**src/hw/rtl/printer_text_line_breaker_unit_assert.svh**
```systemverilog
// Assertion macros for the printer text line breaker.
// Expects clk and arst_n in the scope of the including module.
`ifndef PRINTER_TEXT_LINE_BREAKER_UNIT_ASSERT_SVH
`define PRINTER_TEXT_LINE_BREAKER_UNIT_ASSERT_SVH

// same-cycle implication
`define PTLB_ASSERT_IMPLIES(lbl, pre, post, msg) \
	lbl: assert property (@(posedge clk) disable iff (!arst_n) (pre) |-> (post)) \
		else $error(msg);

// next-cycle implication
`define PTLB_ASSERT_NEXT(lbl, pre, post, msg) \
	lbl: assert property (@(posedge clk) disable iff (!arst_n) (pre) |=> (post)) \
		else $error(msg);

`endif

```
**src/hw/rtl/ptlb_pkg.sv**
```systemverilog
// Shared types and constants of the printer text line breaker.
// No dependencies; imported by every module of the block.
package ptlb_pkg;

	localparam int LINE_DOTS   = 384;
	localparam int DOTS_W      = $clog2(LINE_DOTS + 1);
	localparam int SUM_W       = (DOTS_W > 10) ? DOTS_W : 10;
	localparam int COL_W       = 9;
	localparam int BYTES_W     = 6;
	localparam int CODE_W      = 16;
	localparam int QUEUE_DEPTH = 4;
	localparam int QPTR_W      = $clog2(QUEUE_DEPTH);

	localparam int ASC_DOTS  = 12;
	localparam int WIDE_DOTS = 24;
	localparam logic [BYTES_W-1:0] BYTES_MAX = '1;

	localparam logic [7:0] BYTE_NUL   = 8'h00;
	localparam logic [7:0] BYTE_PAD   = 8'h80;
	localparam logic [7:0] BYTE_CR    = 8'h0d;
	localparam logic [7:0] BYTE_LF    = 8'h0a;
	localparam logic [7:0] BYTE_EOT   = 8'hff;
	localparam logic [7:0] TRAIL_LO   = 8'h40;
	localparam logic [7:0] TRAIL_HI   = 8'hfe;

	localparam logic EV_CHAR     = 1'b0;
	localparam logic EV_LINE_END = 1'b1;

	localparam logic CFG_LEFT_MARGIN  = 1'b0;
	localparam logic CFG_RIGHT_MARGIN = 1'b1;

	// one queued job: a placed character, a line end, or both in order
	typedef struct packed {
		logic                has_char;
		logic                has_end;
		logic                end_first;
		logic [CODE_W-1:0]   code;
		logic                wide;
		logic [COL_W-1:0]    col;
		logic [BYTES_W-1:0]  bytes;
	} job_t;

endpackage

```
**src/hw/rtl/printer_text_line_breaker_unit.sv**
```systemverilog
// Printer text line breaker, top level.
// Depends on ptlb_pkg, ptlb_front, ptlb_queue, ptlb_back and the assertion header.
//
// Use: text bytes (ASCII or GBK lead/trail) enter on in_valid/in_ready/text_byte.
// Results leave on out_valid/out_ready with event_kind, char_code, is_wide,
// start_column, line_bytes and last_of_run; one byte gives zero, one or two
// results, the last of them flagged by last_of_run. Margins are written on the
// cfg_valid/cfg_ready/cfg_index/cfg_data channel (index 0 left, 1 right); write
// them only while no bytes are in flight. cfg_ready is always high.
// Path: the front classifies each byte and updates the budget, pushing a job into
// the queue; the back end registers each result in its output register.
// Throughput: one byte per cycle while the queue has room, one result per cycle
// while out_ready is high; a byte's two results leave the output register in turn.
// A four-entry job queue decouples the sides: when the receiver stalls, bytes
// keep coming in until the queue is full, then in_ready drops.
// Reset clears margins, the queue and the output; the budget starts at 384 dots.
module printer_text_line_breaker_unit (
	input  logic                          clk,
	input  logic                          arst_n,
	input  logic                          cfg_valid,
	output logic                          cfg_ready,
	input  logic                          cfg_index,
	input  logic [ptlb_pkg::COL_W-1:0]    cfg_data,
	input  logic                          in_valid,
	output logic                          in_ready,
	input  logic [7:0]                    text_byte,
	output logic                          out_valid,
	input  logic                          out_ready,
	output logic                          event_kind,
	output logic [ptlb_pkg::CODE_W-1:0]   char_code,
	output logic                          is_wide,
	output logic [ptlb_pkg::COL_W-1:0]    start_column,
	output logic [ptlb_pkg::BYTES_W-1:0]  line_bytes,
	output logic                          last_of_run
);
	import ptlb_pkg::*;

	`include "printer_text_line_breaker_unit_assert.svh"

	logic q_full, q_push, q_empty, q_pop;
	job_t push_job, head_job;

	ptlb_front u_front (
		.clk       (clk),
		.arst_n    (arst_n),
		.cfg_valid (cfg_valid),
		.cfg_ready (cfg_ready),
		.cfg_index (cfg_index),
		.cfg_data  (cfg_data),
		.in_valid  (in_valid),
		.in_ready  (in_ready),
		.text_byte (text_byte),
		.q_full    (q_full),
		.q_push    (q_push),
		.q_job     (push_job)
	);

	ptlb_queue u_queue (
		.clk      (clk),
		.arst_n   (arst_n),
		.push     (q_push),
		.push_job (push_job),
		.full     (q_full),
		.pop      (q_pop),
		.head_job (head_job),
		.empty    (q_empty)
	);

	ptlb_back u_back (
		.clk          (clk),
		.arst_n       (arst_n),
		.q_empty      (q_empty),
		.q_job        (head_job),
		.q_pop        (q_pop),
		.out_valid    (out_valid),
		.out_ready    (out_ready),
		.event_kind   (event_kind),
		.char_code    (char_code),
		.is_wide      (is_wide),
		.start_column (start_column),
		.line_bytes   (line_bytes),
		.last_of_run  (last_of_run)
	);

	`PTLB_ASSERT_IMPLIES(a_end_clean, out_valid && event_kind == EV_LINE_END,
		char_code == '0 && !is_wide && start_column == '0, "line end carries char fields")
	`PTLB_ASSERT_IMPLIES(a_char_no_bytes, out_valid && event_kind == EV_CHAR,
		line_bytes == '0, "placed character carries a byte count")
	`PTLB_ASSERT_IMPLIES(a_wide_code, out_valid && is_wide,
		char_code[15:8] >= 8'h81 && char_code[7:0] >= TRAIL_LO, "malformed wide code")
	`PTLB_ASSERT_NEXT(a_pair_follows, out_valid && out_ready && !last_of_run,
		out_valid, "second result of a byte not presented")

endmodule

```
**src/hw/rtl/ptlb_front.sv**
```systemverilog
// Front end: configuration registers, byte classification and dot budget.
// Depends on ptlb_pkg; pushes one job per result-producing byte.
module ptlb_front (
	input  logic                   clk,
	input  logic                   arst_n,
	input  logic                   cfg_valid,
	output logic                   cfg_ready,
	input  logic                   cfg_index,
	input  logic [ptlb_pkg::COL_W-1:0] cfg_data,
	input  logic                   in_valid,
	output logic                   in_ready,
	input  logic [7:0]             text_byte,
	input  logic                   q_full,
	output logic                   q_push,
	output ptlb_pkg::job_t         q_job
);
	import ptlb_pkg::*;

	logic [COL_W-1:0]   left_margin_q, right_margin_q;
	logic [DOTS_W-1:0]  dots_left_q, dots_left_n;
	logic [BYTES_W-1:0] pending_q, pending_n;
	logic               lead_q, lead_n;
	logic [7:0]         held_q, held_n;

	logic               accept;
	logic [SUM_W-1:0]   msum;
	logic [DOTS_W-1:0]  budget, cost, dl_sub, diff, budget_less;
	logic               fits, do_place, wide;
	logic [CODE_W-1:0]  code;
	logic [COL_W-1:0]   col_calc;
	logic [BYTES_W-1:0] nb;
	logic [BYTES_W:0]   pend_sum;
	logic [BYTES_W-1:0] pend_inc;

	assign cfg_ready = 1'b1;
	assign in_ready  = !q_full;
	assign accept    = in_valid && in_ready;

	assign msum   = SUM_W'(left_margin_q) + SUM_W'(right_margin_q);
	assign budget = (msum >= SUM_W'(LINE_DOTS)) ? '0 : DOTS_W'(SUM_W'(LINE_DOTS) - msum);

	assign wide     = lead_q;
	assign code     = lead_q ? {held_q, text_byte} : {8'h00, text_byte};
	assign cost     = wide ? DOTS_W'(WIDE_DOTS) : DOTS_W'(ASC_DOTS);
	assign fits     = dots_left_q >= cost;
	assign dl_sub   = dots_left_q - cost;
	assign diff     = (budget >= dots_left_q) ? budget - dots_left_q : '0;
	assign col_calc = left_margin_q + COL_W'(diff);
	assign budget_less = (budget >= cost) ? budget - cost : '0;
	assign nb       = wide ? BYTES_W'(2) : BYTES_W'(1);
	assign pend_sum = {1'b0, pending_q} + {1'b0, nb};
	assign pend_inc = pend_sum[BYTES_W] ? BYTES_MAX : pend_sum[BYTES_W-1:0];

	always_comb begin
		dots_left_n = dots_left_q;
		pending_n   = pending_q;
		lead_n      = lead_q;
		held_n      = held_q;
		do_place    = 1'b0;
		q_push      = 1'b0;
		q_job       = '0;
		if (accept) begin
			if (lead_q) begin
				lead_n = 1'b0;
				do_place = (text_byte >= TRAIL_LO) && (text_byte <= TRAIL_HI);
			end else if (text_byte == BYTE_NUL || text_byte == BYTE_PAD) begin
				// filler byte, dropped
			end else if (text_byte == BYTE_CR || text_byte == BYTE_LF
					|| text_byte == BYTE_EOT) begin
				if (pending_q != '0) begin
					q_push        = 1'b1;
					q_job.has_end = 1'b1;
					q_job.bytes   = pending_q;
				end
				dots_left_n = budget;
				pending_n   = '0;
			end else if (!text_byte[7]) begin
				do_place = 1'b1;
			end else begin
				lead_n = 1'b1;
				held_n = text_byte;
			end
		end
		if (do_place) begin
			q_push         = 1'b1;
			q_job.has_char = 1'b1;
			q_job.code     = code;
			q_job.wide     = wide;
			if (fits) begin
				q_job.col = col_calc;
				if (dl_sub < DOTS_W'(ASC_DOTS)) begin
					// line full after this character
					q_job.has_end = 1'b1;
					q_job.bytes   = pend_inc;
					pending_n     = '0;
					dots_left_n   = budget;
				end else begin
					pending_n   = pend_inc;
					dots_left_n = dl_sub;
				end
			end else begin
				// overflow: flush first, character opens the next line
				q_job.has_end   = 1'b1;
				q_job.end_first = 1'b1;
				q_job.bytes     = pending_q;
				q_job.col       = left_margin_q;
				pending_n       = nb;
				dots_left_n     = budget_less;
			end
		end
	end

	always_ff @(posedge clk or negedge arst_n) begin
		if (!arst_n) begin
			left_margin_q  <= '0;
			right_margin_q <= '0;
			dots_left_q    <= DOTS_W'(LINE_DOTS);
			pending_q      <= '0;
			lead_q         <= 1'b0;
			held_q         <= '0;
		end else begin
			if (cfg_valid && cfg_ready) begin
				case (cfg_index)
					CFG_LEFT_MARGIN:  left_margin_q  <= cfg_data;
					CFG_RIGHT_MARGIN: right_margin_q <= cfg_data;
					default: ;
				endcase
			end
			dots_left_q <= dots_left_n;
			pending_q   <= pending_n;
			lead_q      <= lead_n;
			held_q      <= held_n;
		end
	end

endmodule

```
**src/hw/rtl/ptlb_queue.sv**
```systemverilog
// Short job queue between front and back end.
// Depends on ptlb_pkg for job_t and depth.
module ptlb_queue (
	input  logic           clk,
	input  logic           arst_n,
	input  logic           push,
	input  ptlb_pkg::job_t push_job,
	output logic           full,
	input  logic           pop,
	output ptlb_pkg::job_t head_job,
	output logic           empty
);
	import ptlb_pkg::*;

	job_t              entry_q [QUEUE_DEPTH];
	logic [QPTR_W-1:0] wr_ptr_q, rd_ptr_q;
	logic [QPTR_W:0]   count_q;
	logic              do_push, do_pop;

	assign full     = count_q == (QPTR_W+1)'(QUEUE_DEPTH);
	assign empty    = count_q == '0;
	assign head_job = entry_q[rd_ptr_q];
	assign do_push  = push && !full;
	assign do_pop   = pop && !empty;

	always_ff @(posedge clk) begin
		if (do_push) begin
			entry_q[wr_ptr_q] <= push_job;
		end
	end

	always_ff @(posedge clk or negedge arst_n) begin
		if (!arst_n) begin
			wr_ptr_q <= '0;
			rd_ptr_q <= '0;
			count_q  <= '0;
		end else begin
			if (do_push) begin
				wr_ptr_q <= wr_ptr_q + 1'b1;
			end
			if (do_pop) begin
				rd_ptr_q <= rd_ptr_q + 1'b1;
			end
			case ({do_push, do_pop})
				2'b10:   count_q <= count_q + 1'b1;
				2'b01:   count_q <= count_q - 1'b1;
				default: ;
			endcase
		end
	end

endmodule

```
**src/hw/rtl/ptlb_back.sv**
```systemverilog
// Back end: splits queued jobs into result transfers through an output register.
// Depends on ptlb_pkg.
module ptlb_back (
	input  logic                          clk,
	input  logic                          arst_n,
	input  logic                          q_empty,
	input  ptlb_pkg::job_t                q_job,
	output logic                          q_pop,
	output logic                          out_valid,
	input  logic                          out_ready,
	output logic                          event_kind,
	output logic [ptlb_pkg::CODE_W-1:0]   char_code,
	output logic                          is_wide,
	output logic [ptlb_pkg::COL_W-1:0]    start_column,
	output logic [ptlb_pkg::BYTES_W-1:0]  line_bytes,
	output logic                          last_of_run
);
	import ptlb_pkg::*;

	logic                valid_q, phase_q, last_q, kind_q, wide_q;
	logic [CODE_W-1:0]   code_q;
	logic [COL_W-1:0]    col_q;
	logic [BYTES_W-1:0]  bytes_q;
	logic                load, two, emit_end, final_res;

	assign load      = !valid_q || out_ready;
	assign two       = q_job.has_char && q_job.has_end;
	// second half of a pair is the opposite of the first
	assign emit_end  = two ? (phase_q ^ q_job.end_first) : q_job.has_end;
	assign final_res = !two || phase_q;
	assign q_pop     = load && !q_empty && final_res;

	always_ff @(posedge clk or negedge arst_n) begin
		if (!arst_n) begin
			valid_q <= 1'b0;
			phase_q <= 1'b0;
		end else if (load) begin
			valid_q <= !q_empty;
			if (!q_empty) begin
				phase_q <= !final_res;
			end
		end
	end

	always_ff @(posedge clk) begin
		if (load && !q_empty) begin
			last_q <= final_res;
			if (emit_end) begin
				kind_q  <= EV_LINE_END;
				code_q  <= '0;
				wide_q  <= 1'b0;
				col_q   <= '0;
				bytes_q <= q_job.bytes;
			end else begin
				kind_q  <= EV_CHAR;
				code_q  <= q_job.code;
				wide_q  <= q_job.wide;
				col_q   <= q_job.col;
				bytes_q <= '0;
			end
		end
	end

	assign out_valid    = valid_q;
	assign event_kind   = kind_q;
	assign char_code    = code_q;
	assign is_wide      = wide_q;
	assign start_column = col_q;
	assign line_bytes   = bytes_q;
	assign last_of_run  = last_q;

endmodule
```
**config.mk**
```make
export PLATFORM = sky130hd
export DESIGN_NAME = printer_text_line_breaker_unit
export DESIGN_NICKNAME = d
export VERILOG_FILES = /design/src/hw/rtl/ptlb_pkg.sv /design/src/hw/rtl/printer_text_line_breaker_unit.sv /design/src/hw/rtl/ptlb_front.sv /design/src/hw/rtl/ptlb_queue.sv /design/src/hw/rtl/ptlb_back.sv
export VERILOG_INCLUDE_DIRS = /design/src /design/src/hw/rtl
export SDC_FILE = /design/constraint.sdc
export NUM_CORES = 1
export LEC_CHECK = 0
export ABC_AREA = 1
export BUFFER_PORTS_ARGS = -buffer_cell sky130_fd_sc_hd__buf_2
export CORE_UTILIZATION = 55
export DETAILED_ROUTE_END_ITERATION = 10
export GPL_ROUTABILITY_DRIVEN = 0
export HOLD_SLACK_MARGIN = 0.06
export PLACE_DENSITY = 0.75
export SLEW_MARGIN = 20
export SYNTH_ARGS = -nofsm -noshare
export SYNTH_HDL_FRONTEND = slang
export SYNTH_SLANG_ARGS = --single-unit
export TNS_END_PERCENT = 10
```
**constraint.sdc**
```tcl
create_clock -name clk -period 6 [get_ports clk]
set_input_delay 1.5 -clock clk [delete_from_list [all_inputs] [get_ports clk]]
set_output_delay 1.5 -clock clk [all_outputs]
set_load 0.01 [all_outputs]
```
# Yosys cells after proc, flatten, opt, wreduce, memory -nomap -nowiden
# Memory sizes are Yosys's and may differ from the RTL's.
# Cells that the tools add are included.
# W data, S select, Z words.
# totals
out_inout_bits	37
regBits	85
in_bits	23
mem_count	1
ram_bits	140
word_cells	131
# memory_table
memory	depth	width	rd	rd_clocked_by_memory_dff	wr	line	source
u_queue.entry_q	4	35	1	0	1	ptlb_queue.sv:15	job_t entry_q [QUEUE_DEPTH];
# op_classes
magnitude_cmp	7
bitwise	6
mux	52
eq_ne	9
n_addsub	11
n_reduce_logical	28
# op_table
op	count
$mux W9	10
$mux W6	14
$mux W35	1
$ge A9 B9 Y1	3
$sub A9 B9 Y9	3
$mux W1	22
$eq A8 B4 Y1 const B	2
$eq A8 B8 Y1 const B	2
$mux W16	1
$mux W15	1
$add A9 B9 Y10	1
$ge A10 B9 Y1 const B	1
$add A9 B9 Y9	1
$lt A9 B4 Y1 const B	1
$sub A9 B9 Y9 const A	1
$ge A8 B7 Y1 const B	1
$le A8 B8 Y1 const B	1
$logic_not A8 Y1	1
$add A6 B6 Y7	1
$logic_and A1 B1 Y1	7
$pmux W3 S2	1
$reduce_and A2 Y1	3
$reduce_bool A2 Y1	3
$reduce_bool A6 Y1	1
17 further kinds	30

# Longest topological paths before layout
# Gate-level depths: netlist of run 1.
# logic_depth
word_depth	11
ltp_mapped	35
mapped_depth_nobuf	35

# By module
# From an unflattened synthesis of run 1, not the netlist that was laid out.
# hier_totals
hier_cells	1280
hier_area_um2	11947.7
# by_module_without_submodules
mod	area_per_inst_um2	cells_each	seq_area_each_um2	n_inst
ptlb_queue	6059.6	469	4379.2	1
ptlb_front	4414.2	689	1053.5	1
ptlb_back	1473.9	122	1071.0	1

# Worst setup path before layout of run 1
# OpenSTA, ideal clock, no wires.
# synth_path
kind	flip-flop to flip-flop
startpoint	register u_front.left_margin_q[0]
endpoint	memory u_queue.entry_q[0][14] (netlist name), data pin
period_less_slack_ns	5.330
setup_time_ns	0.258
required_time_ns	5.742
path_buffers	0
setup_slack_ns	0.670
arrival_time_ns	5.072
stages_incl_launch_ff	34
cell_sequence	dfrtp_1 > ha_1 > fa_1 > inv_1 > ha_1 > inv_1 > nor2_2 > nand2_2 > nor2_2 > nand3_2 > nand3_4 > inv_1 > ha_1 > inv_1 > nor3_1 > nand4_1 > o2111ai_1 > inv_1 > or2_2 > inv_1 > ha_1 > inv_1 > fa_1 > o21ai_0 > nand2_1 > nand2_1 > a21oi_1 > or2_2 > a21boi_0 > o21bai_1 > nand3_1 > nand2_1 > inv_1 > nor2_1
# synth_lines
element	line	source
from (decl)	ptlb_front.sv:19	logic [COL_W-1:0] left_margin_q, right_margin_q;
from (signal assigned)	ptlb_front.sv:124	CFG_LEFT_MARGIN: left_margin_q <= cfg_data;
to (decl)	ptlb_queue.sv:15	

==> out/qor.txt, run 1 <==
Placed insts = 1498
Critical Path AT = 5.75 ns
Most numerous cell in the Yosys netlist = nor2_1
Clock power share = 19.8%
Post-synthesis cell area = 11400 um^2
Most used cell, CP = inv_1
Fin nets = 1321
Tcrit/Tclk final = 91.5%
Tot GR Track Use = 24.2%
Port bufs = 58
CTS sink cnt = 225
Fraction of layout cells with a size suffix above 1 = 14.1%
Int Pwr = 4.12 mW
Initial Utilization = 56.3%
Mapped Cells = 1192
Final wirelength = 25.1 mm
Core Footprint = 20300 um^2
Num rows = 52
EDFF count, synth = 174
Status = finished clean
Vias per inst = 5.57
Placed cell area = 12000 um^2
Worst Clk Skew = 0.0116 ns
Post-synth cell types = 50
Final-report max-slew violation count = 0
Vias in the first global route = 8432
Synth top area cells = edfxtp_1 (46%), dfrtp_1 (11%), nor2_1 (6.4%), nand2_1 (5.8%), o21ai_0 (5.3%)
Worst EP required = 6.26 ns
Drt drc = 0
Setup Total Neg Slack = 0 ns
Slowest Stage Delay on Critical Path = 0.43 ns
Type of the most critical hold path = register to register
Post-DP HPWL = 16.6 mm
Initial DRC Count = 595
Crit end category = register
Slew HR = 41.0%
Layout area overhead = 12.2%
Inserted Clock Buffers = 23
Top FF cell, synth = edfxtp_1
Sequential share of power = 34.7%
Cell area power density = 548 nW/um^2
Design Area, Final = 12800 um^2
Area leader, netlist = edfxtp_1
Startpoint types = register
Pleak = 5.46 nW
Psw = 2.91 mW
Peak VDD IR = 0.221 mV
Max clock buf depth = 3
Routed Antenna Nets = 0
Non-Filler Instances = 1540
Final setup violation count = 0
Post-Syn Nets = 1260
Post-synth top cells = nor2_1 (194), nand2_1 (177), edfxtp_1 (174)
Routed len/inst = 16.3 um
Detailed-route via count = 8572
Combinational power share = 45.4%
Slowest cell on the critical path = fa_1
Ant. Diodes = 0
Sw frac = 41.4%
Global-route wire length before repair = 41.3 mm
Post-CTS Setup Inserts = 0
First-pass iteration count of the detailed router = 5
Min Clock Period, post-route = 5.49 ns
CP Class = register to register
Synthesized area per cell = 9.59 um^2
CTS clk-pin slew, worst paths = 0.06 ns
Largest net degree at the start of global routing = 72
Die X-Extent = 146 um
Maxcap violations = 0
Setup WS post-layout = 0.510 ns
YS warnings = 0
Share of synthesized registers carrying an async set or reset = 22.7%
Die area = 21400 um^2
Synth top area share = 45.7%
IO Pins = 60
H-tree depth = 1
Initial antenna violation count = 0
Worst Max-Slew Pin Slew = 0.884 ns
Final Hold Fails = 0
#FFs+latches synth = 225
CTS tree = yes
Post-synthesis sequential area ratio = 56.9%
Place WS = 0.313 ns
Fmax = 0.182 GHz
Clk_lat worst skew = 0.51 ns
Total power = 7.03 mW
Die Ht = 146 um
GR Overflow Total = 0
Critical Path Fanout Max = 8
CTS root buf = clkbuf_16
==> metrics by stage <==
stage / util (%) / hold slack (ns)
after detailed placement: 59.3 / 0.441
after floorplan: - / 0.423
after global placement: 59.3 / 0.437
final: 63.2 / 0.460
after CTS: 63.0 / 0.459
after global routing: 63.2 / 0.477
==> per-layer routing <==
layer	track usage, %	part of all wire [%]
met5	0	0
met4	8.23	2.2
met3	3.66	6.2
met2	43.0	50
met1	30.1	41
==> worst max-delay path, delay by kind of cell (launching register included) <==
| family | cells | cell delay (ns) |
|---|---|---|
| compound gates | 5 | 0.68 |
| fa+ha+maj | 6 | 1.70 |
| flops | 1 | 0.41 |
| buf+inv | 8 | 0.58 |
| simple gates | 14 | 1.85 |
==> area by class of cell <==
| cell class | instances | area, um^2 |
|---|---|---|
| Clock buffer | 30 | 632 |
| Fill cell | 1641 | 7470 |
| Multi-Input combinational cell | 785 | 4300 |
| Inverter | 148 | 557 |
| Tap cell | 270 | 338 |
| Timing Repair Buffer | 70 | 380 |
| Clock inverter | 12 | 114 |
| Sequential cell | 225 | 6500 |
==> path summary, 6_finish.rpt <==
path	from	to	slack [ns]	cells after the start
setup / recovery	u_front.left_margin_q[0]$_DFFE_PN0P_	u_queue.entry_q[2][14]$_DFFE_PP_	0.51	33
hold / removal	u_front.held_q[7]$_DFFE_PN0P_	u_front.held_q[7]$_DFFE_PN0P_	0.46	2
setup reg to reg	u_front.left_margin_q[0]$_DFFE_PN0P_	u_queue.entry_q[2][14]$_DFFE_PP_	0.51	33
hold reg to reg	u_front.held_q[7]$_DFFE_PN0P_	u_front.held_q[7]$_DFFE_PN0P_	0.46	2
max in group asynchronous	arst_n	u_queue.rd_ptr_q[0]$_DFFE_PN0P_	4.32	2
min in group asynchronous	arst_n	u_front.dots_left_q[2]$_DFFE_PN0P_	1.13	2
==> layout by cell type, fill, tap and decap left out, drive strengths merged, types with 11 or more instances in the layout <==
cell | Yosys | final
buf | 17 | 70
edfxtp | 174 | 174
xor2 | 13 | 13
clkinv | 2 | 11
nand4 | 14 | 14
nand3 | 61 | 61
ha | 40 | 40
dfrtp | 49 | 49
nor3 | 14 | 14
a21oi | 71 | 71
nand2 | 197 | 197
inv | 146 | 146
nor2 | 204 | 204
o21ai | 123 | 123
clkbuf | 17 | 30
==> logic make-up after synthesis <==
logic type	count (synthesis)	share of synthesized area, %
AND/OR/NAND/NOR	499	19.8
flip-flops	225	56.9
adder cells (fa/ha/maj)	45	5.26
buffers and inverters	182	6.13
other	1	0.0328
XOR/XNOR	17	1.30
AO/OA/AOI/OAI	223	10.6
==> flip-flops by register name, summed over array words and instances, names as in the netlist <==
register,cells
u_queue.entry_q,140
u_back.char_code,16
u_back.start_column,9
u_front.dots_left_q,9
u_front.left_margin_q,9
u_front.right_margin_q,9
u_front.held_q,8
u_back.line_bytes,6
u_front.pending_q,6
u_queue.count_q,3
u_queue.rd_ptr_q,2
u_queue.wr_ptr_q,2
u_back.event_kind,1
u_back.is_wide,1
u_back.last_of_run,1
u_back.out_valid,1
u_back.phase_q,1
u_front.lead_q,1
==> power groups by stage <==
stage	clock network [mW]	registers (mW)	logic (mW)
2_1_floorplan	0	2.47	2.26
4_1_cts	1.42	2.44	3.15
3_5_place_dp	0	2.47	3.12
6_report	1.39	2.44	3.19
3_3_place_gp	0	2.45	3.03
5_1_grt	1.48	2.48	3.58
==> repair_timing <==
| item | 4_1_cts | 5_1_grt |
|---|---|---|
| resized for setup | 0 | 8 |
| hold buffers | 0 | 0 |
| endpoints found under the setup margin | 0 | 8 |
| endpoints found under the hold margin | 0 | 0 |
Power figures use the tool's default switching activity.
==> inputs of run 2 (changes only) <==
Settings changed: CORE_UTILIZATION 55 to 50, PLACE_DENSITY 0.75 to 0.69.
==> out/qor.txt, run 2 (same netlist as run 1, synthesis figures left out) <==
Met2 Track Usage GR = 37.1% (-5.9 points)
Tcrit/Tclk final = 91.6% (+0.11 points)
Initial DRC Count = 629 (+5.7%)
Global-route wire length before repair = 39.7 mm (-4.1%)
Pleak = 5.50 nW (+0.75%)
Worst Clk Skew = 0.0193 ns (+0.00768 ns)
Most common cell after layout, fill and taps aside = nor2_1
Max reg flops = 140 (unchanged)
Final-report max-slew violation count = 0 (unchanged)
CTS root buf = clkbuf_16
Slowest Stage Delay on Critical Path = 0.44 ns (about the same)
Reg2Reg Setup Slack = 0.50 ns (about the same)
Setup Total Neg Slack = 0 ns (unchanged)
Fin Hold WS = 0.482 ns (+0.0219 ns)
Int Pwr = 4.20 mW (+1.9%)
CP Class = register to register
Most used cell, CP = inv_1
Cell area power density = 547 nW/um^2 (-0.21%)
Routed Antenna Nets = 0 (unchanged)
Die area = 23500 um^2 (+9.9%)
Fmax = 0.182 GHz (-0.12%)
Min Clock Period, post-route = 5.50 ns (+0.00644 ns)
H-tree depth = 1 (unchanged)
Post-CTS resize count = 0 (unchanged)
Routed len/inst = 15.8 um (-3.4%)
CTS sink cnt = 225 (unchanged)
Sw frac = 40.5% (-0.88 points)
Final Hold Fails = 0 (unchanged)
Beginning of the critical path = u_front.left_margin_q[0]$_DFFE_PN0P_
Drt drc = 0 (unchanged)
Ant. Diodes = 0 (unchanged)
Critical Path Fanout Max = 8 (unchanged)
Combinational power share = 44.6% (-0.8 points)
Num rows = 54 (+3.8%)
Filler instances = 1841 (+12%)
Die Ht = 153 um (+4.8%)
Status = finished clean
Multi-input logic area = 4280 um^2 (-0.41%)
Fin nets = 1322 (+0.076%)
Commonest non-fill, non-tap cells in the layout = nor2_1 (190), nand2_1 (177), edfxtp_1 (174), inv_1 (135), o21ai_0 (121)
Worst EP required = 6.32 ns (+0.06 ns)
Top Usage Layer GRT = met2
IO Pins = 60 (unchanged)
CTS tree = yes
R2R depth = 32 (-3.0%)
Worst Max-Slew Pin Slew = 0.872 ns (-0.0114 ns)
Vias in the first global route = 7966 (-5.5%)
Inserted Clock Buffers = 24 (+4.3%)
CTS clk-pin slew, worst paths = 0.06 ns (about the same)
Die X-Extent = 153 um (+4.8%)
Initial Utilization = 51.7% (-4.6 points)
Clock power share = 21.3% (+1.5 points)
Slowest cell on the critical path = fa_1
Fraction of layout cells with a size suffix above 1 = 14.5% (+0.45 points)
Clk_lat worst skew = 0.51 ns (about the same)
FF-to-FF End = u_queue.entry_q[3][14]$_DFFE_PP_
Critical Path AT = 5.81 ns (+0.06 ns)
Hold_buf cts = 0 (unchanged)
Port bufs = 58 (unchanged)
Final setup violation count = 0 (unchanged)
Detailed-route via count = 8322 (-2.9%)
Peak VDD IR = 0.256 mV (+16%)
Final wirelength = 24.5 mm (-2.7%)
Max clock buf depth = 3 (unchanged)
Type of the most critical hold path = register to register
Largest Register = u_queue.entry_q
Startpoint types = register
GR Overflow Total = 0 (unchanged)
Sequential share of power = 34.0% (-0.7 points)
Design Area, Final = 12900 um^2 (+0.59%)
Post-DP HPWL = 16.2 mm (-2.4%)
Met3 GRT Util = 2.61% (-1.0 points)
Worst r2r src = u_front.left_margin_q[0]$_DFFE_PN0P_
Placed cell area = 12100 um^2 (+0.10%)
Tot GR Track Use = 21.2% (-2.9 points)
Crit end category = register
Global Route met1 Usage = 27.5% (-2.6 points)
First-pass iteration count of the detailed router = 7 (+2)
Largest net degree at the start of global routing = 72 (unchanged)
Maxcap violations = 0 (unchanged)
Fin util = 58.4% (-4.8 points)
Register area = 6500 um^2 (unchanged)
Slew HR = 41.8% (+0.76 points)
Psw = 2.86 mW (-1.8%)
Post-CTS Setup Inserts = 0 (unchanged)
Layout area overhead = 12.9%
Core Footprint = 22100 um^2 (+8.8%)
Crit path to = u_queue.entry_q[3][14]$_DFFE_PP_
HP Start = u_front.dots_left_q[7]$_DFFE_PN1P_
Initial antenna violation count = 0 (unchanged)
Vias per inst = 5.36 (-3.7%)
-- run 2: worst min path at each step --
stage               slack [ns]                                  to  cells after the start
CTS                       0.48  u_front.dots_left_q[2]$_DFFE_PN0P_                      2
finish                    0.48  u_front.dots_left_q[7]$_DFFE_PN1P_                      2
global placement          0.44       u_front.held_q[7]$_DFFE_PN0P_                      2
detailed placement        0.47  u_front.dots_left_q[2]$_DFFE_PN0P_                      2
floorplan                 0.42       u_front.held_q[7]$_DFFE_PN0P_                      2
global route              0.51  u_front.dots_left_q[2]$_DFFE_PN0P_                      2
-- run 2: layout make-up --
class | count | area share [%]
inverter | 148 | 4.32
sequential | 225 | 50.4
clock inverter | 15 | 1.28
tap | 280 | 2.72
clock buffer | 29 | 5.12
multi-input combinational | 785 | 33.2
timing repair buffer | 70 | 2.95
-- run 2: power by group through the flow --
stage | combinational (mW) | sequential [mW] | clock, mW
detailed placement | 3.13 | 2.43 | 0
floorplan | 2.26 | 2.47 | 0
finish | 3.15 | 2.40 | 1.50
CTS | 3.15 | 2.40 | 1.53
global placement | 3.09 | 2.42 | 0
global route | 3.56 | 2.44 | 1.59
-- run 2: stage by stage --
stage | instances | worst slack [ns] | power, mW
after global routing | 1552 | -0.0154 | 7.59
after CTS | 1552 | 0.402 | 7.08
final | 1552 | 0.503 | 7.05
after global placement | 1508 | 0.573 | 5.51
after floorplan | 1192 | 0.670 | 4.73
after detailed placement | 1508 | 0.453 | 5.56
-- run 2: per-layer routing --
| metal | vias up | share of wire (%) |
|---|---|---|
| met3 | 47 | 5.6 |
| li1 | 4146 | - |
| met1 | 3870 | 44 |
| met4 | 0 | 2.2 |
| met5 | - | 0 |
| met2 | 259 | 48 |
-- run 2: critical path, delay by kind of cell (launching register included) --
kind	cells	cell delay [ns]
simple gates	14	2.01
fa+ha+maj	6	1.69
compound gates	5	0.70
buf+inv	7	0.48
flops	1	0.41
==> inputs of run 3 (changes only) <==
Settings changed: CELL_PAD_IN_SITES_DETAIL_PLACEMENT set to 0, CELL_PAD_IN_SITES_GLOBAL_PLACEMENT set to 1, CORE_UTILIZATION 50 to 48, PLACE_DENSITY 0.69 to 0.82.
==> out/qor.txt, run 3 (same netlist as run 1, synthesis figures left out) <==
CTS clk-pin slew, worst paths = 0.06 ns (about the same)
Final wirelength = 25.0 mm (+2.3%)
Setup Total Neg Slack = 0 ns (unchanged)
Post-DP HPWL = 16.8 mm (+3.6%)
Critical Path AT = 5.71 ns (-0.10 ns)
Max clock buf depth = 3 (unchanged)
Non-Filler Instances = 1586 (+2.2%)
Tcrit/Tclk final = 91.1% (-0.47 points)
RSZ-0062 raised after global routing = false
IO Pins = 60 (unchanged)
Worst Clk Skew = 0.0143 ns (-0.00494 ns)
Worst Max-Slew Pin Slew = 0.878 ns (+0.00550 ns)
Ant. Diodes = 0 (unchanged)
Crit end category = register
Post-CTS Setup Inserts = 0 (unchanged)
Critical Path Fanout Max = 8 (unchanged)
Cell area power density = 536 nW/um^2 (-1.9%)
Post-CTS resize count = 0 (unchanged)
Commonest non-fill, non-tap cells in the layout = nor2_1 (189), nand2_1 (177), edfxtp_1 (174), inv_1 (135), o21ai_0 (121)
Routed len/inst = 15.8 um (about the same)
CP Class = register to register
Placed cell area = 12100 um^2 (+0.70%)
Die area = 24400 um^2 (+4.1%)
Maxcap violations = 0 (unchanged)
Routed wl met2 = 12.3 mm (+4.4%)
Largest net degree at the start of global routing = 72 (unchanged)
Layout area overhead = 12.4%
Met3 WL post-DR = 1.03 mm (-25%)
Vias per inst = 5.16 (-3.7%)
Slowest Stage Delay on Critical Path = 0.44 ns (about the same)
Slew HR = 41.4% (-0.37 points)
GR Overflow Total = 0 (unchanged)
FF-to-FF End = u_queue.entry_q[0][14]$_DFFE_PP_
Peak VDD IR = 0.282 mV (+10%)
Initial antenna violation count = 0 (unchanged)
R2R depth = 33 (+3.1%)
Min Clock Period, post-route = 5.47 ns (-0.0283 ns)
Die X-Extent = 156 um (+2.0%)
Status = finished clean
Fmax = 0.183 GHz (+0.52%)
Max reg flops = 140 (unchanged)
Placed insts = 1545 (+2.5%)
Fin nets = 1319 (-0.23%)
Most common cell after layout, fill and taps aside = nor2_1
Inserted Clock Buffers = 23 (-4.2%)
Beginning of the critical path = u_front.left_margin_q[0]$_DFFE_PN0P_
Startpoint types = register
Final Hold Fails = 0 (unchanged)
CTS tree = yes
Slowest cell on the critical path = fa_1
Worst r2r src = u_front.left_margin_q[0]$_DFFE_PN0P_
Design Area, Final = 12800 um^2 (-0.40%)
DR top layer = met4
Hold_buf cts = 0 (unchanged)
CTS sink cnt = 225 (unchanged)
Min-Delay Endpoint = u_front.held_q[7]$_DFFE_PN0P_
First-pass iteration count of the detailed router = 4 (-3)
Drt drc = 0 (unchanged)
CTS root buf = clkbuf_16
HP Start = u_front.held_q[7]$_DFFE_PN0P_
Final-report max-slew violation count = 0 (unchanged)
M1 WL = 11.0 mm (+3.1%)
Tot GR Track Use = 21.3% (+0.021 points)
Port bufs = 58 (unchanged)
Pleak = 5.44 nW (-1.0%)
Type of the most critical hold path = register to register
Core Footprint = 23400 um^2 (+5.9%)
Most used cell, CP = inv_1
Worst EP required = 6.25 ns (-0.07 ns)
Vias in the first global route = 7993 (+0.34%)
Global-route wire length before repair = 40.6 mm (+2.3%)
Num rows = 56 (+3.7%)
Initial DRC Count = 600 (-4.6%)
Total power = 6.89 mW (-2.3%)
Final setup violation count = 0 (unchanged)
Initial Utilization = 48.8% (-2.9 points)
Routed Antenna Nets = 0 (unchanged)
Reg2Reg Setup Slack = 0.53 ns (+0.03 ns)
Fraction of layout cells with a size suffix above 1 = 14.1% (-0.42 points)
Die Ht = 156 um (+2.0%)
Fin util = 54.9% (-3.5 points)
Clk_lat worst skew = 0.50 ns (about the same)
Detailed-route via count = 8191 (-1.6%)
Hold depth = 2 (unchanged)
Largest Register = u_queue.entry_q
H-tree depth = 1 (unchanged)
run 3: cell types whose count changed in the layout (fill, tap and decap cells not counted), moves of 2 or more:
cell,delta
buf_4,-6
buf_12,+4
clkinv_1,+4
bufinv_16,-3
clkbuf_16,-2
clkinvlp_4,-2
run 3: per-layer routing:
metal  vias up  global-route usage, %
met3        42                   2.69
met5         -                      0
li1       4134                      -
met2       168                   38.4
met4         0                   6.21
met1      3847                   26.6
run 3: how the worst max path moves through the flow:
| stage | endpoint | slack, ns | depth (start not counted) |
|---|---|---|---|
| 2_1_floorplan | u_queue.entry_q[0][14]$_DFFE_PP_ | 0.67 | 33 |
| 3_3_place_gp | u_queue.entry_q[2][14]$_DFFE_PP_ | 0.55 | 33 |
| 3_5_place_dp | u_queue.entry_q[0][14]$_DFFE_PP_ | 0.40 | 33 |
| 4_1_cts | u_queue.entry_q[0][14]$_DFFE_PP_ | 0.35 | 32 |
| 5_1_grt | u_queue.entry_q[0][14]$_DFFE_PP_ | 0.06 | 32 |
| 6_report | u_queue.entry_q[0][14]$_DFFE_PP_ | 0.53 | 33 |
run 3: layout make-up:
type	instances	area, um^2
fill	2087	10600
sequential	225	6510
multi-input combinational	785	4290
clock buffer	25	593
inverter	148	557
timing repair buffer	68	415
tap	319	399
clock inverter	16	91.3
run 3: power breakdown:
| part | switching, mW | internal (mW) | total [mW] | leakage, nW |
|---|---|---|---|---|
| Clock | 0.580 | 0.720 | 1.30 | 0.347 |
| Combinational | 2.09 | 1.05 | 3.14 | 2.82 |
| Sequential | 0.212 | 2.24 | 2.45 | 2.28 |
| Total | 2.88 | 4.01 | 6.89 | 5.44 |
run 3: through the flow:
stage	setup WS, ns	hold slack [ns]
floorplan	0.670	0.423
global placement	0.548	0.441
detailed placement	0.398	0.454
CTS	0.354	0.469
global route	0.0624	0.493
finish	0.532	0.464
run 3: critical path, delay by kind of cell, from the launching register on:
family                   cells  cell delay (ns)
AO/OA/AOI/OAI                5             0.70
adder cells (fa/ha/maj)      6             1.70
buffers and inverters        8             0.57
flip-flops                   1             0.42
AND/OR/NAND/NOR             14             1.81
